**config.mk**
```make
export PLATFORM = sky130hd
export DESIGN_NAME = lfys_lcg
export DESIGN_NICKNAME = d
export VERILOG_FILES = /design/src/rtl/assert_macros.svh /design/src/rtl/lfys_pkg.sv /design/src/rtl/lfys_lcg.sv
export SDC_FILE = /design/constraint.sdc
export NUM_CORES = 1
export LEC_CHECK = 0
export ABC_AREA = 1
export BUFFER_PORTS_ARGS = -buffer_cell sky130_fd_sc_hd__clkbuf_2
export CAP_MARGIN = 40
export CORE_ASPECT_RATIO = 1.5
export CORE_MARGIN = 2
export CORE_UTILIZATION = 45
export CTS_BUF_LIST = sky130_fd_sc_hd__clkbuf_4 sky130_fd_sc_hd__clkbuf_8 sky130_fd_sc_hd__clkbuf_16
export CTS_CLUSTER_SIZE = 30
export DETAILED_ROUTE_END_ITERATION = 10
export PLACE_DENSITY = 0.65
export RECOVER_POWER = 25
export SLEW_MARGIN = 30
export SYNTH_ARGS = -nofsm -noshare
export SYNTH_HDL_FRONTEND = slang
export SYNTH_SLANG_ARGS = --single-unit
```
**constraint.sdc**
```tcl
create_clock -name clock -period 5.23 [get_ports clock]
set_input_delay 0.7845 -clock clock [delete_from_list [all_inputs] [get_ports clock]]
set_output_delay 0.7845 -clock clock [all_outputs]
set_load 0.03 [all_outputs]
```
**src/rtl/assert_macros.svh**
```systemverilog
// Assertion helpers shared by the RTL files.
// Each macro expands to a labeled concurrent assertion in simulation
// and to nothing in synthesis.
`ifndef ASSERT_MACROS_SVH
`define ASSERT_MACROS_SVH

`ifndef SYNTHESIS

// Property must hold at every clock edge outside reset.
`define LFYS_ASSERT(label, clk, rst, prop, msg) \
   label: assert property (@(posedge clk) disable iff (rst) (prop)) else $error(msg);

// Expression must never be true at a clock edge outside reset.
`define LFYS_ASSERT_NEVER(label, clk, rst, expr, msg) \
   label: assert property (@(posedge clk) disable iff (rst) !(expr)) else $error(msg);

`else

`define LFYS_ASSERT(label, clk, rst, prop, msg)
`define LFYS_ASSERT_NEVER(label, clk, rst, expr, msg)

`endif

`endif

```
**src/rtl/lfys_pkg.sv**
```systemverilog
`default_nettype none

package lfys_pkg;

   // Table geometry
   localparam int ADDR_W = 10;
   localparam int DEPTH  = 1 << ADDR_W;
   localparam int DATA_W = 16;
   localparam int LEN_W  = ADDR_W + 1;

   // Generator
   localparam int          SEED_W  = 32;
   localparam int          MUL_W   = 21;
   localparam logic [MUL_W-1:0]  LCG_MUL = 21'd1664525;
   localparam logic [SEED_W-1:0] LCG_ADD = 32'd1013904223;

   // Remainder unit: one dividend bit per cycle
   localparam int CNT_W = $clog2(SEED_W);

   // Item modes
   localparam int MODE_W = 2;
   localparam logic [MODE_W-1:0] MODE_WRITE   = 2'd0;
   localparam logic [MODE_W-1:0] MODE_SHUFFLE = 2'd1;
   localparam logic [MODE_W-1:0] MODE_READ    = 2'd2;

   // Generator control
   typedef struct packed {
      logic              load;
      logic              step;
      logic [SEED_W-1:0] seed;
   } lcg_req_type;

   // Remainder unit control
   typedef struct packed {
      logic              start;
      logic [SEED_W-1:0] dividend;
      logic [LEN_W-1:0]  divisor;
   } div_req_type;

endpackage

`default_nettype wire

```
**src/rtl/lfys_lcg.sv**
```systemverilog
`default_nettype none

// 32-bit LCG: g = g * MUL + ADD. Multiply and add sit in separate cycles.
module lfys_lcg (
   input  wire logic                        clock,
   input  wire logic                        reset,
   input  wire lfys_pkg::lcg_req_type       req,
   output logic                             done,
   output logic [lfys_pkg::SEED_W-1:0]      value
);

   import lfys_pkg::*;

   localparam int PROD_W = SEED_W + MUL_W;

   logic [SEED_W-1:0] gen_ff;
   logic [SEED_W-1:0] mul_ff;
   logic              add_ff;
   logic              done_ff;
   logic [PROD_W-1:0] prod;

   assign prod = PROD_W'(gen_ff) * PROD_W'(LCG_MUL);

   // product stage, low word only
   always_ff @(posedge clock) begin
      if (req.step) begin
         mul_ff <= prod[SEED_W-1:0];
      end
   end

   // generator state and add stage
   always_ff @(posedge clock) begin
      if (reset) begin
         gen_ff  <= '0;
         add_ff  <= 1'b0;
         done_ff <= 1'b0;
      end else begin
         done_ff <= 1'b0;
         add_ff  <= req.step;
         if (req.load) begin
            gen_ff <= req.seed;
         end else if (add_ff) begin
            gen_ff  <= mul_ff + LCG_ADD;
            done_ff <= 1'b1;
         end
      end
   end

   assign done  = done_ff;
   assign value = gen_ff;

endmodule

`default_nettype wire

```
* After elaboration in Yosys (flattened, before gate mapping)
Index checks and enable logic that the tools add are counted.
Storage, ports and cells: flip-flop bits (word level) 66, output and inout port bits 33, logic and storage cells 11
Cells by class: add/subtract/negate cells 1, multipliers 1, muxes and demuxes 3, reduce and logical (&&, ||, !) cells 2
Operators by type and width (number):
- two-way mux 32 bit | 2
- adder 32 x 30 -> 32 bit, second input constant | 1
- multiplier 32 x 21 -> 32 bit, second input constant | 1
- nonzero test 2 bit | 1
- OR reduction 2 bit | 1
- two-way mux 1 bit | 1

* Logic depth before layout (Yosys ltp)
depth in word-level cells 3, mapped depth 23, mapped depth without buffers 23

* Worst setup path before layout
OpenSTA, ideal clock, no wires.
kind reg2reg, start point register gen_ff[10], in the netlist value[10], end point register mul_ff[31] (data pin), setup time 0.252 ns, data arrival time 5.363 ns, data required time 4.978 ns, setup slack -0.386 ns, stages on the path, launching flop included 24, path buffers 0, period minus slack after synthesis 5.616 ns, path through dfxtp_1 > ha_1 > inv_1 > fa_1 > fa_1 > inv_1 > fa_1 > inv_1 > fa_1 > inv_1 > fa_1 > inv_1 > fa_1 > inv_1 > ha_1 > inv_1 > nor3_1 > nand2_1 > nor3_1 > nand2_1 > nand2_1 > inv_1 > nand2_1 > nand2_1
On the way: word-level cells in the longest chain between the ends 1
Ends and longest elaborated chain:
- start: declaration | RTL line lfys_lcg.sv:16 | logic [SEED_W-1:0] gen_ff;
- start signal: assignment | RTL line lfys_lcg.sv:41 | gen_ff <= req.seed;
- start signal: assignment | RTL line lfys_lcg.sv:43 | gen_ff <= mul_ff + LCG_ADD;
- multiplier 32 x 21 -> 32 bit | RTL line lfys_lcg.sv:22 | assign prod = PROD_W'(gen_ff) * PROD_W'(LCG_MUL);
- via prod[31] | RTL line lfys_lcg.sv:20 | logic [PROD_W-1:0] prod;
- end signal: assignment | RTL line lfys_lcg.sv:27 | mul_ff <= prod[SEED_W-1:0];
- end: declaration | RTL line lfys_lcg.sv:17 | logic [SEED_W-1:0] mul_ff;
The timed path passes the listed nets, and every way through them passes these cells. A chain may end at the register's enable or synchronous reset.

* Worst setup path after layout
Ends and elaborated chain as after synthesis.

==> impl_metrics.json <==
{
  "fin_util_pct": 55.3,
  "start_kind": "register",
  "cp.required_ns": 5.33,
  "clockRootBuffer": "clkbuf_16",
  "syn_to_final_growth_pct": 21.0,
  "async_flop_share_pct": 0,
  "portBuffers": 68,
  "setup_viol_count_final": 1,
  "yosys.area.top_type": "fa_1",
  "pin_count": 69,
  "fin_worst_skew_ns": 0.00710,
  "antenna_found_initial": 2,
  "cts_tree": "yes",
  "fmax_mhz": 190,
  "post-place-ws_ns": -0.384,
  "crit_type": "reg2reg",
  "clk_latency_ns": 0.35,
  "drtPass1Iterations": 6,
  "nets": 1833,
  "core_area_mm2": 0.0236,
  "yosys_warnings": 0,
  "worst_pin_slew_ns": 1.48,
  "syn-num-nets": 1675,
  "first_global_vias": 9948,
  "run_status": "finished with violations",
  "min_period_ns": 5.25,
  "drc": 0,
  "ys_seq_elements": 66,
  "synth_cell_types": 38,
  "postCtsHoldBufs": 0,
  "grt_max_degree": 35,
  "hpwl_mm": 30.7,
  "yosysMostFrequentCell": "inv_1",
  "setup_ws_ns": -0.0209,
  "crit_path_max_fanout": 3,
  "violations": "negative setup slack",
  "holdCritPathClass": "reg2reg",
  "rsz0062_at_grt": "true",
  "finalHoldViolations": 0,
  "overflow": 0,
  "wl_mm": 35.5,
  "clockBufferDepth": 2,
  "cts_inserted_buffers": 9,
  "synth_edf_count": 32,
  "dieWidth_um": 130,
  "maxCapViolCount": 0,
  "synth_seq_area_share_pct": 15.2,
  "holdWs_ns": 0.631,
  "num_rows": 69,
  "syn_inst": 1345,
  "drive_above_1_share_pct": 20.8,
  "synthesis.area_mm2": 0.0108,
  "vias": 9441,
  "routedWlPerCell_um": 19.4,
  "min_period_over_period_pct": 100,
  "routabilityCongestion": 1.00,
  "cts.sinks": 66,
  "via_per_inst": 5.16,
  "fillers": 2214,
  "initial_core_util_pct": 45.7,
  "dieHeight_um": 193,
  "critPathArrivalTime_ns": 5.35,
  "grt_usage_pct": 29.4,
  "synth_ff_type": "dfxtp_1",
  "synth.avg_cell_area_um2": 8.00,
  "die_area_mm2": 0.0252,
  "slew_viol_final": 0,
  "grt_pass1_wl_mm": 54.8,
  "cts_max_level": 3,
  "drtAntennaViolNets": 0,
  "synthTopCellsByArea": "fa_1, ha_1, inv_1, edfxtp_1, nand2_1",
  "synth_top_area_share_pct": 24.5,
  "synthTopCellsByCount": "inv_1, nand2_1, ha_1, fa_1, nor2_1",
  "worstSetupEndpointType": "register",
  "drtIter0Drc": 524,
  "relSlewSlack_pct": 1.65,
  "clkTransAtPathRegs_ns": 0.05
}
==> flip-flops by register name (all words and copies together), names as in the netlist <==
name,cells
add_ff,1
done,1
mul_ff,32
value,32
==> logic make-up (layout without fill, tap and decap cells) <==
| logic type | after synthesis | count (layout) | share of synthesized area, % |
|---|---|---|---|
| fa+ha+maj | 294 | 294 | 43.4 |
| buf+inv | 335 | 498 | 11.8 |
| compound gates | 147 | 147 | 7.81 |
| simple gates | 464 | 464 | 18.6 |
| flops | 66 | 66 | 15.2 |
| other cells | 0 | 1 | 0 |
| xor+xnor | 39 | 39 | 3.17 |
==> worst paths after layout <==
| path | startpoint | end | slack [ns] | cells after the start |
|---|---|---|---|---|
| worst max register to register | value[10] | mul_ff[31] | -0.02 | 20 |
| worst max-delay path | value[10] | mul_ff[31] | -0.02 | 20 |
| worst min register to register | value[30] | value[30] | 0.63 | 2 |
| worst min-delay path | value[30] | value[30] | 0.63 | 2 |
==> repair_timing <==
| item | in CTS | in global routing |
|---|---|---|
| pin swaps | 28 | 30 |
| setup endpoints to repair | 13 | 13 |
| resized for setup | 67 | 51 |
| setup buffers | 1 | 1 |
==> area by class of cell <==
class | count | area, um^2 | area share (%)
clock buffers | 15 | 307 | 2.35
repair buffers | 162 | 1060 | 8.11
clock inverters | 1 | 5.00 | 0.0384
well taps | 319 | 399 | 3.06
multi-input cells | 944 | 8380 | 64.3
diodes | 1 | 2.50 | 0.0192
flip-flops and latches | 66 | 1680 | 12.9
inverters | 320 | 1200 | 9.25
==> layout by cell type (no fill, tap or decap), drive strengths merged, types with 2 or more instances in the layout <==
cell type  synthesis  final
o21ai             41     41
dfxtp             34     34
a31oi             15     15
nand4             15     15
inv              319    319
edfxtp            32     32
nor2             101    101
a31o               2      2
clkinv             1      2
a21o               2      2
and2               2      2
clkbuf             9     84
o21a               2      2
o211ai             2      2
buf                6     93
nand3b             5      5
xnor2             11     11
ha               162    162
o21bai             4      4
xor2              28     28
or2                3      3
a21oi             62     62
nand3             78     78
nand2            248    248
a22oi             17     17
fa               132    132
nor3              11     11
==> metrics by stage <==
step                      std cells  setup TNS, ns  cell area [um^2]
final                          1828        -0.0209             13000
after global routing           1827         -0.736             13000
after CTS                      1824        -0.0280             12800
after detailed placement       1807          -1.98             12200
after global placement         1807          -1.87             12200
after floorplan                1345        -0.0292             10800
==> critical path, cell delays in order (launching register included) <==
cell and delay [ns]:
dfxtp_4 0.35, buf_4 0.16, ha_4 0.27, inv_1 0.06, fa_1 0.49, fa_1 0.46
fa_1 0.51, fa_1 0.44, fa_1 0.56, inv_1 0.05, fa_1 0.50, ha_4 0.31
inv_2 0.05, nor3_4 0.18, nand2_2 0.10, nor3_2 0.16, nand2_1 0.08, nand2_2 0.12
inv_1 0.05, nand2_1 0.05, nand2_1 0.04
==> routing by layer <==
layer | GRT usage, % | vias to the layer above | wire length, um
li1 | - | 4562 | -
met3 | 2.07 | 98 | 1130
met1 | 34.2 | 4550 | 13700
met4 | 17.0 | 2 | 2380
met5 | 0 | - | 11
met2 | 52.3 | 229 | 18300
Power is not shown: default switching activity piles up to over one toggle a cycle in this logic, so the estimate is an artifact.
