$ cat src/rtl/assert_macros.svh
// Assertion helpers shared by the RTL files.
// Each macro expands to a labeled concurrent assertion in simulation
// and to nothing in synthesis.
`ifndef ASSERT_MACROS_SVH
`define ASSERT_MACROS_SVH

`ifndef SYNTHESIS

// Property must hold at every clock edge outside reset.
`define LFYS_ASSERT(label, clk, rst, prop, msg) \
   label: assert property (@(posedge clk) disable iff (rst) (prop)) else $error(msg);

// Expression must never be true at a clock edge outside reset.
`define LFYS_ASSERT_NEVER(label, clk, rst, expr, msg) \
   label: assert property (@(posedge clk) disable iff (rst) !(expr)) else $error(msg);

`else

`define LFYS_ASSERT(label, clk, rst, prop, msg)
`define LFYS_ASSERT_NEVER(label, clk, rst, expr, msg)

`endif

`endif

$ cat src/rtl/lfys_pkg.sv
`default_nettype none

package lfys_pkg;

   // Table geometry
   localparam int ADDR_W = 10;
   localparam int DEPTH  = 1 << ADDR_W;
   localparam int DATA_W = 16;
   localparam int LEN_W  = ADDR_W + 1;

   // Generator
   localparam int          SEED_W  = 32;
   localparam int          MUL_W   = 21;
   localparam logic [MUL_W-1:0]  LCG_MUL = 21'd1664525;
   localparam logic [SEED_W-1:0] LCG_ADD = 32'd1013904223;

   // Remainder unit: one dividend bit per cycle
   localparam int CNT_W = $clog2(SEED_W);

   // Item modes
   localparam int MODE_W = 2;
   localparam logic [MODE_W-1:0] MODE_WRITE   = 2'd0;
   localparam logic [MODE_W-1:0] MODE_SHUFFLE = 2'd1;
   localparam logic [MODE_W-1:0] MODE_READ    = 2'd2;

   // Generator control
   typedef struct packed {
      logic              load;
      logic              step;
      logic [SEED_W-1:0] seed;
   } lcg_req_type;

   // Remainder unit control
   typedef struct packed {
      logic              start;
      logic [SEED_W-1:0] dividend;
      logic [LEN_W-1:0]  divisor;
   } div_req_type;

endpackage

`default_nettype wire

$ cat src/rtl/lfys_div.sv
`default_nettype none
`include "assert_macros.svh"

// Bit-serial restoring remainder: dividend mod divisor
module lfys_div (
   input  wire logic                        clock,
   input  wire logic                        reset,
   input  wire lfys_pkg::div_req_type       req,
   output logic                             done,
   output logic [lfys_pkg::ADDR_W-1:0]      remainder
);

   import lfys_pkg::*;

   logic [SEED_W-1:0] dvd_ff;
   logic [LEN_W-1:0]  dsr_ff;
   logic [ADDR_W-1:0] rem_ff;
   logic [CNT_W-1:0]  cnt_ff;
   logic              busy_ff;
   logic              done_ff;
   logic [LEN_W-1:0]  shifted;
   logic [LEN_W-1:0]  diff;
   logic              fits;

   // shift in next dividend bit, subtract if divisor fits
   assign shifted = {rem_ff, dvd_ff[SEED_W-1]};
   assign fits    = (shifted >= dsr_ff);
   assign diff    = shifted - dsr_ff;

   always_ff @(posedge clock) begin
      if (req.start) begin
         dvd_ff <= req.dividend;
         dsr_ff <= req.divisor;
         rem_ff <= '0;
         cnt_ff <= CNT_W'(SEED_W - 1);
      end else if (busy_ff) begin
         dvd_ff <= {dvd_ff[SEED_W-2:0], 1'b0};
         rem_ff <= fits ? diff[ADDR_W-1:0] : shifted[ADDR_W-1:0];
         cnt_ff <= cnt_ff - CNT_W'(1);
      end
   end

   // control
   always_ff @(posedge clock) begin
      if (reset) begin
         busy_ff <= 1'b0;
         done_ff <= 1'b0;
      end else begin
         done_ff <= 1'b0;
         if (req.start) begin
            busy_ff <= 1'b1;
         end else if (busy_ff && cnt_ff == '0) begin
            busy_ff <= 1'b0;
            done_ff <= 1'b1;
         end
      end
   end

   assign done      = done_ff;
   assign remainder = rem_ff;

   `LFYS_ASSERT_NEVER(a_div_restart, clock, reset, req.start && busy_ff, "divider restarted while busy")
   `LFYS_ASSERT_NEVER(a_div_rem_range, clock, reset, done_ff && ({1'b0, rem_ff} >= dsr_ff), "remainder not below divisor")

endmodule

`default_nettype wire

$ cat config.mk
export PLATFORM = sky130hd
export DESIGN_NAME = lfys_div
export DESIGN_NICKNAME = d
export VERILOG_FILES = /design/src/rtl/lfys_pkg.sv /design/src/rtl/lfys_div.sv
export VERILOG_INCLUDE_DIRS = /design/src /design/src/rtl
export SDC_FILE = /design/constraint.sdc
export NUM_CORES = 1
export LEC_CHECK = 0
export BUFFER_PORTS_ARGS = -buffer_cell sky130_fd_sc_hd__buf_4
export CAP_MARGIN = 10
export CORE_UTILIZATION = 40
export DETAILED_ROUTE_END_ITERATION = 6
export PLACE_DENSITY_LB_ADDON = 0.2
export RECOVER_POWER = 100
export REMOVE_ABC_BUFFERS = 1
export SYNTH_ARGS = -nofsm -noshare
export SYNTH_HDL_FRONTEND = slang
export SYNTH_SLANG_ARGS = --single-unit
$ cat constraint.sdc
create_clock -name clock -period 2.8 [get_ports clock]
set_input_delay 0.28 -clock clock [delete_from_list [all_inputs] [get_ports clock]]
set_output_delay 0.28 -clock clock [all_outputs]
set_load 0.1 [all_outputs]
Yosys cells after proc, flatten, opt, wreduce, memory -nomap -nowiden --
Cells that the tools add are included.
Operators by class: mux-type cells 6, order comparisons 1, $add $sub $neg 2, reduce and logical (&&, ||, !) cells 5
Operators by type and width (number):
- 2-to-1 mux 32 bit | 2
- greater-or-equal comparator 11 bit | 1
- 2-to-1 mux 10 bit | 1
- subtractor 10 bit | 1
- logical NOT 5 bit | 1
- subtractor 5 x 1 -> 5 bit (second input constant) | 1
- nonzero test 2 bit | 2
- 2-to-1 mux 1 bit | 3
- OR reduction 2 bit | 1
- logical AND 1 bit | 1
Storage, ports and cells: word-level logic and storage cells 20, register bits after elaboration 60, output and inout bits 11

Depth between registers and ports, before layout --
depth in word-level cells 4, mapped depth 10

Worst setup path after synthesis --
No wires, ideal clock.
path type register to register, from register rem_ff[5] (netlist: remainder[5]), to register rem_ff[0] (netlist: remainder[0]), cell stages (with the launch flop) 8, path buffers 0, period minus slack after synthesis 2606 ps, data required time 2714 ps, arrival time 2521 ps, path slack 194 ps, path through dfxtp_1 ha_1 nand4_2 nor4_4 nor2_2 o21ai_4 mux2_1 a211oi_1
On the way: cells in the longest elaborated chain, start to end 2
RTL lines:
- from (decl) | line lfys_div.sv:17 | logic [ADDR_W-1:0] rem_ff;
- from (signal assigned) | line lfys_div.sv:38 | rem_ff <= fits ? diff[ADDR_W-1:0] : shifted[ADDR_W-1:0];
- greater-or-equal comparator 11 bit | line lfys_div.sv:27 | assign fits = (shifted >= dsr_ff);
- 2-to-1 mux 10 bit | line lfys_div.sv:38
Every way passes these cells. A chain may end at the register's enable or synchronous reset.

Worst setup path after layout --
from register dsr_ff[4], to register rem_ff[0] (netlist: remainder[0])
On the way: cells in the longest elaborated chain, start to end 2
RTL lines:
- from (decl) | line lfys_div.sv:16 | logic [LEN_W-1:0] dsr_ff;
- from (signal assigned) | line lfys_div.sv:33 | dsr_ff <= req.divisor;
- greater-or-equal comparator 11 bit | line lfys_div.sv:27
- 2-to-1 mux 10 bit | line lfys_div.sv:38
Every way passes these cells.

==> impl_metrics.env <==
export IMPL_outcome="completed"
export IMPL_root_buffer="clkbuf_8"
export IMPL_seqPwrFrac=0.487
export IMPL_grt_pass1_wl_um=8797
export IMPL_cap_violations=0
export IMPL_layout_drive_gt1_share=0.3322
export IMPL_rr_startpoint="dsr_ff[4]"
export IMPL_post_cts_resized=0
export IMPL_p_int_mw=1.602
export IMPL_first_pass_iters=4
export IMPL_timing_final_crit_share=0.8257
export IMPL_die_h_um=87.17
export IMPL_tritoncts="done"
export IMPL_crit_chain="inv_1 > ha_1 > o211ai_1 > a21oi_2 > o21ai_0 > o21ai_4 > mux2_1 > a211oi_1"
export IMPL_use_met2=0.2434
export IMPL_drv_slew=0
export IMPL_sw_frac_of_total=0.2676
export IMPL_p_leak_nw=1.411
export IMPL_grt_pass1_vias=1924
export IMPL_whs_endpoint="busy_ff"
export IMPL_portBuffers=56
export IMPL_groute_layer_met3_usage=0.07583
export IMPL_dr_total_vias=1906
export IMPL_antenna_found_initial=0
export IMPL_fp_row_count=30
export IMPL_fin_tns_setup_ps=0
export IMPL_diodes=0
export IMPL_dp_hpwl_um=3585
export IMPL_cts_buffer_depth=2
export IMPL_min_path_cells=2
export IMPL_final_common_cell="edfxtp_1"
export IMPL_route_detailed_drc=0
export IMPL_p_clk_frac=0.350
export IMPL_most_common_layout_cells="43 x edfxtp_1, 34 x buf_4, 31 x mux2_2, 17 x inv_1, 17 x dfxtp_1"
export IMPL_cpPeakStageDelay_ps=420
export IMPL_finalClockSkew_ps=10.54
export IMPL_hold_path_class="in2reg"
export IMPL_clk_pin_slew_ps=70
export IMPL_synth_distinct_cells=39
export IMPL_grt_usage=0.1577
export IMPL_worst_setup_path_end_kind="register"
export IMPL_busiest_layer="met2"
export IMPL_critical_path_buf_inv_count=1
export IMPL_arrival_ps=2560
export IMPL_ctsHoldBuffers=0
export IMPL_die_x_um=87.17
export IMPL_power_density_nw_per_um2=611.6
export IMPL_path_max_fanout=9
export IMPL_finalSetupViolations=0
export IMPL_drt_iter0_markers=67
export IMPL_cp_data_required_time_ps=3050
export IMPL_final_antenna_net_count=0
export IMPL_clock_sinks=60
export IMPL_ios=57
export IMPL_finalNetCount=349
export IMPL_die_area_um2=7599
export IMPL_start_kind="register"
export IMPL_grt_setup_unrepaired="false"
export IMPL_ys_seq_area_frac=0.5623
export IMPL_utilization=0.5178
export IMPL_yosysWarnings=0
export IMPL_reg2reg_to="remainder[0]"
export IMPL_wire_per_inst_um=13.19
export IMPL_netlist_area_um2=2902
export IMPL_htree_levels=3
export IMPL_fillers=660
export IMPL_core_um2=6907
export IMPL_slew_headroom=0.1838
export IMPL_hold_viol_final=0
export IMPL_whs_ps=99.06
export IMPL_syn_inst=227
export IMPL_reg2reg_slack_ps=490
export IMPL_p_comb_frac=0.163
export IMPL_cp_top_family="compound AO/OA/AOI/OAI gates"
export IMPL_min_from="reset"
export IMPL_vias_per_cell=4.875
export IMPL_drt_wl_total_um=5156
export IMPL_period_needed_ps=2312
export IMPL_grt_overflow_total=0
export IMPL_reg2reg_depth=8
export IMPL_grt_max_degree=38
export IMPL_cts_made_buffers=9
export IMPL_ir_drop_v=0.0002763
export IMPL_initial_utilization=0.4201
export IMPL_use_met1=0.1894
export IMPL_post_cts_buffers=0
export IMPL_criticalPathCategory="reg2reg"
export IMPL_clk_latency_ps=350
export IMPL_syn_avg_cell_area_um2=12.78
export IMPL_fmax_mhz=432.6
export IMPL_area_growth_pct=23.24
export IMPL_tightest_slew_ps=1230
export IMPL_routabilityCongestion=0.7772
export IMPL_slowest_stage="o21ai_4"
export IMPL_p_sw_mw=0.5853
export IMPL_synth_seq_cells=60
## kinds of logic after synthesis
family | after synthesis | synth area share
flops | 60 | 0.5623
simple gates | 43 | 0.08323
compound gates | 39 | 0.08926
mux | 39 | 0.1483
buf+inv | 24 | 0.03105
fa+ha+maj | 13 | 0.05864
xor+xnor | 9 | 0.02717
## synth_stat cells
cell	count	area (µm²)
edfxtp_1	43	1291
nor2b_1	1	6.260
a2111oi_0	1	8.760
nand4_2	1	12.51
inv_1	17	63.81
o21ai_0	7	35.03
xor2_1	2	17.52
ha_1	12	150.1
xnor2_1	7	61.31
o22ai_1	1	6.260
nor4bb_1	1	10.01
nor2_1	9	33.78
o21bai_1	2	15.01
mux2_1	1	11.26
and2_1	1	6.260
nand3_1	2	10.01
mux2_2	31	349.1
a21oi_2	2	17.52
or3b_2	1	8.760
o311ai_0	1	8.760
a21oi_1	10	50.05
and3_1	1	6.260
o211ai_1	2	15.01
o21ai_4	1	16.27
dfxtp_1	17	340.3
nor2_2	1	6.260
clkbuf_1	4	15.01
nand2b_1	8	50.05
nor3_1	4	20.02
mux2i_1	7	70.07
a211oi_1	6	45.04
or3_1	2	12.51
o21ai_1	2	10.01
fa_1	1	20.02
buf_1	3	11.26
o21ai_2	1	8.760
nand2_1	10	37.54
nor4_4	1	21.27
a21o_1	3	22.52
## sequential cells by signal, summed over array words and instances (netlist names)
signal     count
done           1
busy_ff        1
dvd_ff        32
dsr_ff        11
remainder     10
cnt_ff         5
## routing by layer
layer	vias to the layer above	wire, µm
met3	11	328
met2	45	2286
li1	959	-
met4	0	85
met1	891	2455
met5	-	0
## worst max-delay path by stage
stage / from / endpoint / slack [ps] / depth (start not counted)
2_1_floorplan: remainder[5] / remainder[0] / 190 / 7
3_3_place_gp: dvd_ff[31] / remainder[6] / 670 / 10
3_5_place_dp: remainder[5] / remainder[0] / 640 / 7
4_1_cts: dsr_ff[4] / remainder[0] / 610 / 8
5_1_grt: dsr_ff[4] / remainder[0] / 250 / 8
6_report: dsr_ff[4] / remainder[0] / 490 / 8
## metrics by stage
| stage | instances | power, mW | cell area [µm²] | setup slack (ps) |
|---|---|---|---|---|
| global placement | 375 | 1.452 | 3438 | 669.0 |
| CTS | 391 | 2.228 | 3631 | 614.4 |
| finish | 391 | 2.187 | 3576 | 488.2 |
| floorplan | 220 | 1.333 | 2875 | 193.8 |
| detailed placement | 375 | 1.456 | 3438 | 641.0 |
| global route | 391 | 2.291 | 3576 | 246.0 |
## power groups by stage
stage | Clock [mW] | Combinational, mW | Sequential [mW]
finish | 0.765 | 0.357 | 1.07
global route | 0.823 | 0.394 | 1.08
CTS | 0.790 | 0.372 | 1.07
floorplan | 0 | 0.194 | 1.14
global placement | 0 | 0.367 | 1.08
detailed placement | 0 | 0.370 | 1.09
## layout make-up
cell class	count	area, µm²	share of cell area
sequential	60	1632	0.4563
multi-input combinational	143	1176	0.3289
timing repair buffer	59	391.6	0.1095
clock buffer	10	127.6	0.03569
tap	96	120.1	0.03359
clock inverter	6	65.06	0.01819
inverter	17	63.81	0.01784
Note: power is estimated with default switching activity, not from simulation.
